<file path="src/design/hdu_pkg.sv">
// hdu_pkg: types, codes and reset constants shared by the half-duplex UART engine.
// No dependencies; compiled first.
`default_nettype none

package hdu_pkg;

  typedef enum logic [1:0] {
    MODE_IDLE = 2'd0,
    MODE_RX   = 2'd1,
    MODE_TX   = 2'd2
  } mode_e;

  // Register word indexes on the APB port (byte address / 4)
  typedef enum logic [1:0] {
    REG_BIT_PERIOD   = 2'd0,
    REG_FIRST_DELAY  = 2'd1,
    REG_TX_TRIM      = 2'd2
  } reg_idx_e;

  localparam int unsigned PeriodW  = 16;
  localparam int unsigned TrimW    = 8;
  localparam int unsigned ShiftW   = 11;
  localparam int unsigned BitsW    = 4;
  localparam int unsigned PaddrW   = 4;

  localparam logic [PeriodW-1:0] BitPeriodRst  = 16'd104;
  localparam logic [PeriodW-1:0] FirstDelayRst = 16'd104;
  localparam logic [TrimW-1:0]   TxTrimRst     = 8'd12;

  localparam logic [BitsW-1:0]  TxBits       = 4'd10;
  localparam logic [BitsW-1:0]  RxSamples    = 4'd9;
  localparam logic [BitsW-1:0]  TrimBelow    = 4'd6;
  localparam logic [ShiftW-1:0] FrameMask    = 11'h201;
  localparam logic [ShiftW-1:0] FrameGood    = 11'h200;

  typedef struct packed {
    mode_e               mode;
    logic [BitsW-1:0]    bits_left;
    logic [PeriodW-1:0]  countdown;
    logic [ShiftW-1:0]   shift_word;
    logic                line_out;
    logic                rx_prev;
    logic [7:0]          held_byte;
  } state_t;

  typedef struct packed {
    logic [PeriodW-1:0] bit_period;
    logic [PeriodW-1:0] first_sample_delay;
    logic [TrimW-1:0]   tx_trim;
  } cfg_t;

  typedef struct packed {
    logic       rx_level;
    logic       send_valid;
    logic [7:0] send_byte;
  } item_t;

  typedef struct packed {
    logic       tx_level;
    logic       rx_valid;
    logic [7:0] rx_data;
    logic       tx_busy;
    logic       rx_busy;
    logic       send_taken;
  } result_t;

endpackage

`default_nettype wire

</file>
<file path="src/design/hdu_item_if.sv">
// hdu_item_if / hdu_result_if: valid/ready channels for tick words and result words.
// No dependencies.
`default_nettype none

interface hdu_item_if;
  logic       valid;
  logic       ready;
  logic       rx_level;
  logic       send_valid;
  logic [7:0] send_byte;

  modport source (output valid, rx_level, send_valid, send_byte, input ready);
  modport sink   (input valid, rx_level, send_valid, send_byte, output ready);
endinterface

interface hdu_result_if;
  logic       valid;
  logic       ready;
  logic       tx_level;
  logic       rx_valid;
  logic [7:0] rx_data;
  logic       tx_busy;
  logic       rx_busy;
  logic       send_taken;

  modport source (output valid, tx_level, rx_valid, rx_data, tx_busy, rx_busy, send_taken,
                  input ready);
  modport sink   (input valid, tx_level, rx_valid, rx_data, tx_busy, rx_busy, send_taken,
                  output ready);
endinterface

`default_nettype wire

</file>
<file path="src/design/hdu_step.sv">
// hdu_step: next-state and result logic for one tick of the UART engine.
// Depends on hdu_pkg. Purely combinational.
`default_nettype none

module hdu_step (
  input  hdu_pkg::state_t  state_i,
  input  hdu_pkg::cfg_t    cfg_i,
  input  hdu_pkg::item_t   item_i,
  output hdu_pkg::state_t  state_o,
  output hdu_pkg::result_t result_o
);
  import hdu_pkg::*;

  logic [PeriodW-1:0] trim_period;
  logic [PeriodW-1:0] tx_period;
  logic               rx_valid;
  logic               taken;
  state_t             nxt;

  always_comb begin
    if ({8'd0, cfg_i.tx_trim} >= cfg_i.bit_period) begin
      trim_period = PeriodW'(1);
    end else begin
      trim_period = cfg_i.bit_period - {8'd0, cfg_i.tx_trim};
    end
    tx_period = (state_i.bits_left < TrimBelow) ? trim_period : cfg_i.bit_period;
  end

  always_comb begin
    nxt      = state_i;
    rx_valid = 1'b0;
    taken    = 1'b0;
    case (state_i.mode) inside
      MODE_TX, MODE_RX: begin
        if (state_i.countdown > PeriodW'(1)) begin
          nxt.countdown = state_i.countdown - PeriodW'(1);
        end else if (state_i.mode == MODE_TX) begin
          if (state_i.bits_left == '0) begin
            nxt.mode     = MODE_IDLE;
            nxt.line_out = 1'b1;
          end else begin
            nxt.line_out   = state_i.shift_word[0];
            nxt.shift_word = {1'b0, state_i.shift_word[ShiftW-1:1]};
            nxt.bits_left  = state_i.bits_left - BitsW'(1);
            nxt.countdown  = tx_period;
          end
        end else begin
          if (state_i.bits_left == '0) begin
            nxt.mode = MODE_IDLE;
            if ((state_i.shift_word & FrameMask) == FrameGood) begin
              nxt.held_byte = state_i.shift_word[8:1];
              rx_valid      = 1'b1;
            end
          end else begin
            // new sample enters at bit 9 while the older samples shift down
            nxt.shift_word = {1'b0, item_i.rx_level, state_i.shift_word[ShiftW-2:1]};
            nxt.bits_left  = state_i.bits_left - BitsW'(1);
            nxt.countdown  = cfg_i.bit_period;
          end
        end
      end
      default: begin
        nxt.mode = MODE_IDLE;
        if (item_i.send_valid) begin
          taken          = 1'b1;
          nxt.mode       = MODE_TX;
          nxt.shift_word = {2'b01, item_i.send_byte, 1'b0};
          nxt.bits_left  = TxBits;
          nxt.countdown  = cfg_i.bit_period;
        end else if (state_i.rx_prev && !item_i.rx_level) begin
          nxt.mode       = MODE_RX;
          nxt.shift_word = '0;
          nxt.bits_left  = RxSamples;
          nxt.countdown  = cfg_i.first_sample_delay;
        end
      end
    endcase
    nxt.rx_prev = item_i.rx_level;
  end

  assign state_o             = nxt;
  assign result_o.tx_level   = nxt.line_out;
  assign result_o.rx_valid   = rx_valid;
  assign result_o.rx_data    = nxt.held_byte;
  assign result_o.tx_busy    = (nxt.mode == MODE_TX);
  assign result_o.rx_busy    = (nxt.mode == MODE_RX);
  assign result_o.send_taken = taken;

endmodule

`default_nettype wire

</file>
<file path="src/design/half_duplex_uart_engine_core.sv">
// half_duplex_uart_engine_core: tick-stepped 8N1 half-duplex UART with APB register port.
// Depends on hdu_pkg, hdu_item_if, hdu_result_if and hdu_step.
//
//   channel   | dir | handshake            | word
//   ----------+-----+----------------------+-------------------------------------------
//   item_i    | in  | valid/ready          | rx_level, send_valid, send_byte
//   result_o  | out | valid/ready          | tx_level, rx_valid, rx_data, tx_busy,
//             |     |                      | rx_busy, send_taken
//   apb       | in  | psel/penable, pready | 4-bit paddr, 32-bit pwdata/prdata
//
// One word per cycle sustained while result_o is ready. A word waits in the input register,
// where the step logic updates the engine state and loads the result register.
// The input register refills in the cycle the result register is drained, so a stalled
// result side holds at most one word in each register. Reset is asynchronous, active low,
// and sets engine state, config and valid flags to their defaults; no clearing pass is needed.
`default_nettype none

module half_duplex_uart_engine_core (
  input  wire                          clk_i,
  input  wire                          rst_ni,
  hdu_item_if.sink                     item_i,
  hdu_result_if.source                 result_o,
  input  wire                          psel,
  input  wire                          penable,
  input  wire                          pwrite,
  input  wire  [hdu_pkg::PaddrW-1:0]   paddr,
  input  wire  [31:0]                  pwdata,
  output logic [31:0]                  prdata,
  output logic                         pready
);
  import hdu_pkg::*;

  cfg_t    cfg_q;
  state_t  state_q, state_d;
  item_t   in_q;
  logic    in_valid_q;
  result_t out_q, out_d;
  logic    out_valid_q;
  logic    advance;
  logic    cfg_we;
  reg_idx_e reg_idx;

  assign reg_idx = reg_idx_e'(paddr[PaddrW-1:2]);
  assign pready  = 1'b1;
  assign cfg_we  = psel && penable && pwrite && pready;

  always_comb begin
    unique case (reg_idx)
      REG_BIT_PERIOD:  prdata = {16'd0, cfg_q.bit_period};
      REG_FIRST_DELAY: prdata = {16'd0, cfg_q.first_sample_delay};
      REG_TX_TRIM:     prdata = {24'd0, cfg_q.tx_trim};
      default:         prdata = '0;
    endcase
  end

  always_ff @(posedge clk_i or negedge rst_ni) begin
    if (!rst_ni) begin
      cfg_q.bit_period         <= BitPeriodRst;
      cfg_q.first_sample_delay <= FirstDelayRst;
      cfg_q.tx_trim            <= TxTrimRst;
    end else if (cfg_we) begin
      unique case (reg_idx)
        REG_BIT_PERIOD:  cfg_q.bit_period         <= pwdata[15:0];
        REG_FIRST_DELAY: cfg_q.first_sample_delay <= pwdata[15:0];
        REG_TX_TRIM:     cfg_q.tx_trim            <= pwdata[7:0];
        default: ;
      endcase
    end
  end

  // a word in the input register steps the engine once the result slot is free or being drained
  assign advance      = in_valid_q && (!out_valid_q || result_o.ready);
  assign item_i.ready = !in_valid_q || advance;

  always_ff @(posedge clk_i or negedge rst_ni) begin
    if (!rst_ni) begin
      in_valid_q <= 1'b0;
    end else if (item_i.ready) begin
      in_valid_q <= item_i.valid;
    end
  end

  always_ff @(posedge clk_i) begin
    if (item_i.valid && item_i.ready) begin
      in_q.rx_level   <= item_i.rx_level;
      in_q.send_valid <= item_i.send_valid;
      in_q.send_byte  <= item_i.send_byte;
    end
  end

  hdu_step u_step (
    .state_i  (state_q),
    .cfg_i    (cfg_q),
    .item_i   (in_q),
    .state_o  (state_d),
    .result_o (out_d)
  );

  always_ff @(posedge clk_i or negedge rst_ni) begin
    if (!rst_ni) begin
      state_q.mode       <= MODE_IDLE;
      state_q.bits_left  <= '0;
      state_q.countdown  <= '0;
      state_q.shift_word <= '0;
      state_q.line_out   <= 1'b1;
      state_q.rx_prev    <= 1'b1;
      state_q.held_byte  <= '0;
    end else if (advance) begin
      state_q <= state_d;
    end
  end

  always_ff @(posedge clk_i or negedge rst_ni) begin
    if (!rst_ni) begin
      out_valid_q <= 1'b0;
    end else if (advance) begin
      out_valid_q <= 1'b1;
    end else if (result_o.ready) begin
      out_valid_q <= 1'b0;
    end
  end

  always_ff @(posedge clk_i) begin
    if (advance) begin
      out_q <= out_d;
    end
  end

  assign result_o.valid      = out_valid_q;
  assign result_o.tx_level   = out_q.tx_level;
  assign result_o.rx_valid   = out_q.rx_valid;
  assign result_o.rx_data    = out_q.rx_data;
  assign result_o.tx_busy    = out_q.tx_busy;
  assign result_o.rx_busy    = out_q.rx_busy;
  assign result_o.send_taken = out_q.send_taken;

  a_taken_busy: assert property (@(posedge clk_i) disable iff (!rst_ni)
    out_valid_q && out_q.send_taken |-> out_q.tx_busy && !out_q.rx_busy)
    else $error("send accepted without entering transmit");

  a_rx_done_idle: assert property (@(posedge clk_i) disable iff (!rst_ni)
    out_valid_q && out_q.rx_valid |-> !out_q.rx_busy && !out_q.tx_busy)
    else $error("frame judged while engine still busy");

  a_bits_range: assert property (@(posedge clk_i) disable iff (!rst_ni)
    state_q.bits_left <= TxBits)
    else $error("bit counter out of range");

  a_step_loads: assert property (@(posedge clk_i) disable iff (!rst_ni)
    advance |=> out_valid_q)
    else $error("stepped word lost before result register");

  a_idle_line: assert property (@(posedge clk_i) disable iff (!rst_ni)
    state_q.mode == MODE_RX |-> state_q.line_out)
    else $error("tx line low while receiving");

endmodule

`default_nettype wire

</file>
<file path="src/flat_wrapper.sv">
// flat-port wrapper written by rule: the top's interface ports become plain ports
module half_duplex_uart_engine_core_flat import hdu_pkg::*;
  (clk_i, rst_ni, psel, penable, pwrite, paddr, pwdata, prdata, pready, item_i_valid, item_i_rx_level, item_i_send_valid, item_i_send_byte, item_i_ready, result_o_valid, result_o_tx_level, result_o_rx_valid, result_o_rx_data, result_o_tx_busy, result_o_rx_busy, result_o_send_taken, result_o_ready);
  hdu_item_if item_i_i ();
  hdu_result_if result_o_i ();
  input  wire clk_i;
  input  wire rst_ni;
  input  wire psel;
  input  wire penable;
  input  wire pwrite;
  input  wire  [hdu_pkg::PaddrW-1:0] paddr;
  input  wire  [31:0] pwdata;
  output logic [31:0] prdata;
  output logic pready;
  input wire logic [$bits(item_i_i.valid)-1:0] item_i_valid;
  input wire logic [$bits(item_i_i.rx_level)-1:0] item_i_rx_level;
  input wire logic [$bits(item_i_i.send_valid)-1:0] item_i_send_valid;
  input wire logic [$bits(item_i_i.send_byte)-1:0] item_i_send_byte;
  output wire logic [$bits(item_i_i.ready)-1:0] item_i_ready;
  output wire logic [$bits(result_o_i.valid)-1:0] result_o_valid;
  output wire logic [$bits(result_o_i.tx_level)-1:0] result_o_tx_level;
  output wire logic [$bits(result_o_i.rx_valid)-1:0] result_o_rx_valid;
  output wire logic [$bits(result_o_i.rx_data)-1:0] result_o_rx_data;
  output wire logic [$bits(result_o_i.tx_busy)-1:0] result_o_tx_busy;
  output wire logic [$bits(result_o_i.rx_busy)-1:0] result_o_rx_busy;
  output wire logic [$bits(result_o_i.send_taken)-1:0] result_o_send_taken;
  input wire logic [$bits(result_o_i.ready)-1:0] result_o_ready;
  assign item_i_i.valid = item_i_valid;
  assign item_i_i.rx_level = item_i_rx_level;
  assign item_i_i.send_valid = item_i_send_valid;
  assign item_i_i.send_byte = item_i_send_byte;
  assign item_i_ready = item_i_i.ready;
  assign result_o_valid = result_o_i.valid;
  assign result_o_tx_level = result_o_i.tx_level;
  assign result_o_rx_valid = result_o_i.rx_valid;
  assign result_o_rx_data = result_o_i.rx_data;
  assign result_o_tx_busy = result_o_i.tx_busy;
  assign result_o_rx_busy = result_o_i.rx_busy;
  assign result_o_send_taken = result_o_i.send_taken;
  assign result_o_i.ready = result_o_ready;
  half_duplex_uart_engine_core u_core (.clk_i(clk_i), .rst_ni(rst_ni), .item_i(item_i_i), .result_o(result_o_i), .psel(psel), .penable(penable), .pwrite(pwrite), .paddr(paddr), .pwdata(pwdata), .prdata(prdata), .pready(pready));
endmodule
</file>
<file path="config.mk">
export PLATFORM = sky130hd
export DESIGN_NAME = half_duplex_uart_engine_core_flat
export DESIGN_NICKNAME = d
export VERILOG_FILES = /design/src/design/hdu_pkg.sv /design/src/design/hdu_item_if.sv /design/src/design/hdu_step.sv /design/src/design/half_duplex_uart_engine_core.sv /design/src/flat_wrapper.sv
export SDC_FILE = /design/constraint.sdc
export NUM_CORES = 1
export LEC_CHECK = 0
export BUFFER_PORTS_ARGS = -buffer_cell sky130_fd_sc_hd__buf_4
export CAP_MARGIN = 30
export CORE_ASPECT_RATIO = 0.7
export CORE_MARGIN = 10
export CORE_UTILIZATION = 52
export DETAILED_ROUTE_END_ITERATION = 6
export PLACE_DENSITY = 0.7
export SYNTH_ARGS = -nofsm -noshare
export SYNTH_HDL_FRONTEND = slang
export SYNTH_SLANG_ARGS = --single-unit
</file>
<file path="constraint.sdc">
create_clock -name clk_i -period 5.2 [get_ports clk_i]
set_input_delay 0.26 -clock clk_i [delete_from_list [all_inputs] [get_ports clk_i]]
set_output_delay 0.26 -clock clk_i [all_outputs]
set_load 0.05 [all_outputs]
</file>
### Word level (Yosys, flattened, before mapping)

Index checks and enable logic that the tools add are counted.

| storage, ports and cells | value |
|---|---|
| output and inout port bits | 48 |
| register bits | 108 |

| operators by class | value |
|---|---|
| reductions and logical operators | 21 |
| bitwise gates (word level) | 2 |
| mux-type cells | 25 |
| add/subtract/negate cells | 3 |
| $lt $le $gt $ge | 3 |
| eq/ne operators | 10 |

Operators by type and width:

| cell | count |
|---|---|
| $mux W31 | 3 |
| $mux W33 | 2 |
| $mux W16 | 3 |
| $pmux W16 S3 | 1 |
| $mux W8 | 5 |
| $mux W32 | 1 |
| $ge A8 B16 Y1 | 1 |
| $gt A16 B1 Y1 const B | 1 |
| $sub A16 B1 Y16 const B | 1 |
| $sub A16 B8 Y16 | 1 |
| $mux W12 | 1 |
| $eq A2 B2 Y1 const B | 4 |
| $mux W1 | 7 |
| $eq A2 B1 Y1 const B | 3 |
| $mux W6 | 1 |
| $reduce_and A2 Y1 | 3 |
| $logic_and A1 B1 Y1 | 5 |
| $logic_not A4 Y1 | 1 |
| $lt A4 B3 Y1 const B | 1 |
| $ne A2 B2 Y1 const B | 2 |
| $reduce_and A4 Y1 | 1 |
| $reduce_or A4 Y1 | 1 |
| $sub A4 B1 Y4 const B | 1 |
| $logic_not A1 Y1 | 3 |
| 9 further kinds | 11 |

### Depth between registers and ports, before layout

| logic depth | value |
|---|---|
| depth in word-level cells | 8 |
| gate-level depth with buffers | 10 |
| depth with buffers taken out | 9 |

### Modules after synthesis

Synthesis repeated with hierarchy kept, for this count alone.

| second synthesis, totals | value |
|---|---|
| cell total of the unflattened synthesis | 658 |
| area total of the unflattened synthesis | 6,837.8 µm² |

Modules (own cells, without submodules):

| module | cells each | area an instance (µm²) | sequential area each (µm²) | times used |
|---|---|---|---|---|
| half_duplex_uart_engine_core | 274 | 4,369.2 | 2,830.2 | 1 |
| hdu_step | 384 | 2,468.6 | 0.0 | 1 |

### Worst setup path after synthesis

OpenSTA, ideal clock, no wires.

| path | value |
|---|---|
| path kind | input to output |
| from | input port paddr[2] (netlist bit) |
| to | output port prdata[6] |
| data arrival time | 2.355 ns |
| data required time | 4.940 ns |
| cell stages on the path | 4 |
| setup slack | 2.585 ns |
| path through | clkbuf_1 -> clkbuf_1 -> mux2i_1 -> o21ai_0 |

| between the ends | value |
|---|---|
| longest elaborated chain between the ends | 2 |
| elaborated cells on any way between the ends | 4 |
| those cells by class | eq/ne (2); mux (1); reduce/logical (1) |

RTL lines:

| what | RTL line | text |
|---|---|---|
| from (decl) | flat_wrapper.sv:11 | `input wire [hdu_pkg::PaddrW-1:0] paddr;` |
| $eq A2 B2 Y1, or another cell as far along | half_duplex_uart_engine_core.sv:48 | `unique case (reg_idx)` |
| $pmux W16 S3 * | half_duplex_uart_engine_core.sv:48 |  |
| to (decl) | flat_wrapper.sv:13 | `output logic [31:0] prdata;` |

Every way passes the cells marked *; elsewhere a longest branch is shown, timed or not.

### Final worst setup path

| path | value |
|---|---|
| from | register u_core.cfg_q[24] (netlist bit) |
| to | register u_core.state_q[33] (netlist bit) |

| between the ends | value |
|---|---|
| longest elaborated chain between the ends | 7 |
| elaborated cells on any way between the ends | 8 |
| those cells by class | add/sub (1); order compare (1); mux (6) |

RTL lines:

| what | RTL line | text |
|---|---|---|
| from (decl) | half_duplex_uart_engine_core.sv:33 | `cfg_t cfg_q;` |
| $sub A16 B8 Y16 / $ge A8 B16 Y1 (equally long branches) | hdu_step.sv:24, hdu_step.sv:21 |  |
| $mux W16 * | hdu_step.sv:21 | `if ({8'd0, cfg_i.tx_trim} >= cfg_i.bit_period) begin` |
| $mux W16 * | hdu_step.sv:26 | `tx_period = (state_i.bits_left < TrimBelow) ? trim_period : cfg_i.bit_period;` |
| $mux W31 * | hdu_step.sv:38 | `if (state_i.bits_left == '0) begin` |
| $mux W31 * | hdu_step.sv:37 | `end else if (state_i.mode == MODE_TX) begin` |
| $mux W16 * | hdu_step.sv:35 | `if (state_i.countdown > PeriodW'(1)) begin` |
| $mux W33 * | hdu_step.sv:33 | `case (state_i.mode) inside` |
| to (signal assigned) | half_duplex_uart_engine_core.sv:109 | `state_q <= state_d;` |
| to (decl) | half_duplex_uart_engine_core.sv:34 | `state_t state_q, state_d;` |

Every way passes the cells marked *; elsewhere a longest branch is shown, timed or not. The select of a mux whose other input is x is not followed.
A chain may end at the register's enable or synchronous reset.

==> results.tsv <==
stage	metric	value	unit
die	Starting Density	52.9	%
clock_network	cts hold-fix bufs	1	
placed_design	Detailed Place HPWL	11.8	mm
clock_network	Post CTS Setup Buffer Count	0	
placed_design	# port buffers	65	
critical_path	Worst EP arrival	3.63	ns
synth	Syn Inst Count	590	
clock_network	clk root buf	clkbuf_16	
critical_path	crit path max-delay cell type	a31oi_1	
synth	synth top area cells	dfrtp_1, edfxtp_1, mux2_2, dfstp_2, o21ai_0	
critical_path	Crit Reg-Reg Startpoint	u_core.cfg_q[24]	
placed_design	placed cells	791	
worst_hold_path	hold path depth	1	
worst_hold_path	path type of the worst min-delay path	in -> reg	
clock_network	Num Clock Sinks	107	
sta	maximum clock frequency	298	MHz
final_layout	Core Util, Final	60.6	%
sta	Worst Clk Skew	0.0114	ns
placed_design	dpl cell area	6730	µm²
critical_path	critical path, cell by cell	inv_1 > ha_1 > fa_1 > nand2b_1 > a211oi_2 > o22ai_1 > a31oi_1 > nand2_1 > a31oi_1	
route	DRT antenna net count	0	
clock_network	Clock Latency Late Sink	0.36	ns
critical_path	max incr delay on CP	0.68	ns
die	Die W	150	µm
clock_network	Max H-tree Level	3	
synth	most common cell in the synthesized netlist	dfrtp_1	
die	Core Rows	33	
clock_network	CTS Buf Count	9	
final_layout	Multi-input gate area	3090	µm²
final_layout	fillcell total	997	
power_and_ir_drop	Max IR drop VDD	0.231	mV
critical_path	crit start category	register	
die	die footprint	16700	µm²
route	number of remaining DRC errors	0	
critical_path	worst path buffer plus inverter count	1	
grt	pin count of the biggest net entering global routing	46	
critical_path	R2R depth	9	
synth	post-synth cell types	81	
synth	#FFs+latches synth	107	
grt	initial antenna violation count	0	
synth	post-synthesis sequential area ratio	45.5	%
worst_hold_path	Worst Hold Launch	item_i_rx_level	
critical_path	Worst Path Required	5.47	ns
synth	Synth top area share	30.1	%
sta	Setup Viol. Count Final	0	
sta	Sum Neg Setup Slack	0	ns
critical_path	Reg-to-Reg End	u_core.state_q[33]	
route	routed via count	4847	
route	final WL	16.0	mm
sta	Min Clock Period, post-route	3.36	ns
grt	first-pass GRT wire length	25.9	mm
route	DR pass1 iterations	5	
clock_network	Reg clk slew, reported paths	0.08	ns
worst_hold_path	hold path endpoint	u_core.in_q[9]	
sta	worst slew pin tran	0.953	ns
critical_path	WS Path Type	reg -> reg	
sta	Final Hold Viols	0	
final_layout	Reg area	2810	µm²
flow_run	max_cap viols	0	
grt	gr ovfl total	0	
die	chip height	111	µm
synth	Cell Area, Synth	6160	µm²
synth	syn avg cell area	10.4	µm²
clock_network	Clock Tree Buf Depth	2	
final_layout	Final nets	713	
synth	Yosys warning total	0	
critical_path	CP Capture Type	register	
power_and_ir_drop	P_leak	2.96	nW
die	I/O pins	101	
critical_path	Reg2Reg Setup Slack	1.84	ns
synth	largest area contributor in the netlist	dfrtp_1	
synth	Post-synth ARST share	78.5	%
critical_path	most frequent CP cell	a31oi_1	
route	vias per inst	6.00	
final_layout	layout cells sized above 1	25.7	%
die	core area	11600	µm²
critical_path	CP delay by family, top	compound AO/OA/AOI/OAI gates	
synth	main flop type after synthesis	dfrtp_1	
synth	Post-synth EDFFs	23	
sta	unrepaired setup endpoints after global routing	no	
final_layout	non-filler cells in the finished layout	808	
sta	Max Slew Vio Count	0	
route	wire per inst	19.9	µm
final_layout	Synth-to-Final Area Change	14.5	%
power_and_ir_drop	pwr dens	494	nW/µm²
final_layout	design area	7050	µm²
status	status	completed	
grt	Tot GR Track Use	19.2	%
clock_network	# resized after CTS	0	
sta	Max-slew headroom	36.4	%
critical_path	Worst Path Max Fanout	6	
placed_design	GPL Wtd Cong	0.941	
sta	final cycle utilization of the critical path	64.6	%
clock_network	CTS tree	done	
route	DRT iter0 DRCs	508	
synth	commonest cells in the netlist	dfrtp_1, nand2_1, o21ai_0	
grt	via count of the first global-routing pass	4843	
final_layout	antenna diode count	0	
==> placed cells by master (no fill, tap or decap), types with 4 or more instances in the layout <==
master | netlist | layout
dfrtp_1 | 74 | 74
buf_4 | 18 | 71
nand2_1 | 56 | 56
o21ai_0 | 50 | 50
mux2_2 | 45 | 45
nor2_1 | 34 | 34
edfxtp_1 | 23 | 23
inv_1 | 21 | 21
a21oi_1 | 20 | 20
mux2i_1 | 17 | 17
conb_1 | 2 | 17
ha_1 | 13 | 13
a22oi_1 | 12 | 12
xnor2_1 | 11 | 11
nor3_1 | 10 | 10
a31oi_1 | 10 | 10
dfstp_2 | 10 | 10
clkbuf_16 | 0 | 9
nand3_1 | 7 | 7
a222oi_1 | 7 | 7
xor2_1 | 7 | 7
o31a_1 | 6 | 6
o21a_1 | 6 | 6
nor2b_1 | 5 | 5
nand4_1 | 5 | 5
nor3_2 | 4 | 4
nand2b_1 | 4 | 4
nand3b_1 | 4 | 4
nor4_1 | 4 | 4
==> layer usage <==
metal,routed length [µm],GRT usage [%]
met1,7710,27.9
met2,6790,27.8
met3,1350,5.02
met4,192,4.65
met5,0,0
==> flip-flops by register name, summed over array words and instances, names as in the netlist, 8 cells and up <==
signal                   count
u_core.state_q              42
u_core.cfg_q                40
u_core.in_q                 10
u_core.result_o.rx_data      8
==> kinds of logic after synthesis <==
logic type / after synthesis / share of synthesized area [%]
simple gates: 162 / 14.4
xor+xnor: 18 / 2.56
buf+inv: 66 / 5.28
fa+ha+maj: 14 / 2.97
other cells: 2 / 0.122
flops: 107 / 45.5
compound gates: 156 / 17.6
mux: 65 / 11.5
==> worst register-to-register path, delay by kind of cell (launching register included) <==
kind | cells | cell delay (ns)
adders and majority gates | 2 | 0.68
buffers and inverters | 1 | 0.08
and+or+nand+nor | 2 | 0.30
DFF | 1 | 0.42
AOI/OAI and AO/OA | 4 | 1.80
==> where the power goes <==
part / internal [mW] / switching [mW] / leakage [nW]
logic: 0.542 / 0.928 / 1.55
registers: 1.07 / 0.240 / 1.26
clock network: 0.345 / 0.358 / 0.150
==> how the worst max path moves through the flow <==
stage               cells after the start                 end        startpoint  slack, ns
finish                                  9  u_core.state_q[33]  u_core.cfg_q[24]       1.84
global route                            9  u_core.state_q[33]  u_core.cfg_q[24]       1.60
global placement                        9  u_core.state_q[31]  u_core.cfg_q[24]       2.02
CTS                                     9  u_core.state_q[22]  u_core.cfg_q[24]       1.94
detailed placement                      9  u_core.state_q[33]  u_core.cfg_q[24]       1.97
floorplan                               4           prdata[6]          paddr[2]       2.59
==> metrics by stage <==
step	power, mW	setup WS, ns	hold WS (ns)
floorplan	2.36	2.59	-0.0356
global placement	2.72	2.02	0.439
detailed placement	2.76	1.97	0.279
CTS	3.46	1.94	0.0686
global route	3.69	1.60	0.0620
finish	3.48	1.84	0.0716
==> cell type report <==
cell class | count | area share (%)
Tap cell | 157 | 2.79
Clock buffer | 9 | 3.19
Clock inverter | 7 | 1.15
Timing Repair Buffer | 73 | 8.09
Multi-Input combinational cell | 432 | 43.8
Inverter | 23 | 1.22
Sequential cell | 107 | 39.8
No activity file was read; power rests on OpenSTA's default activity.
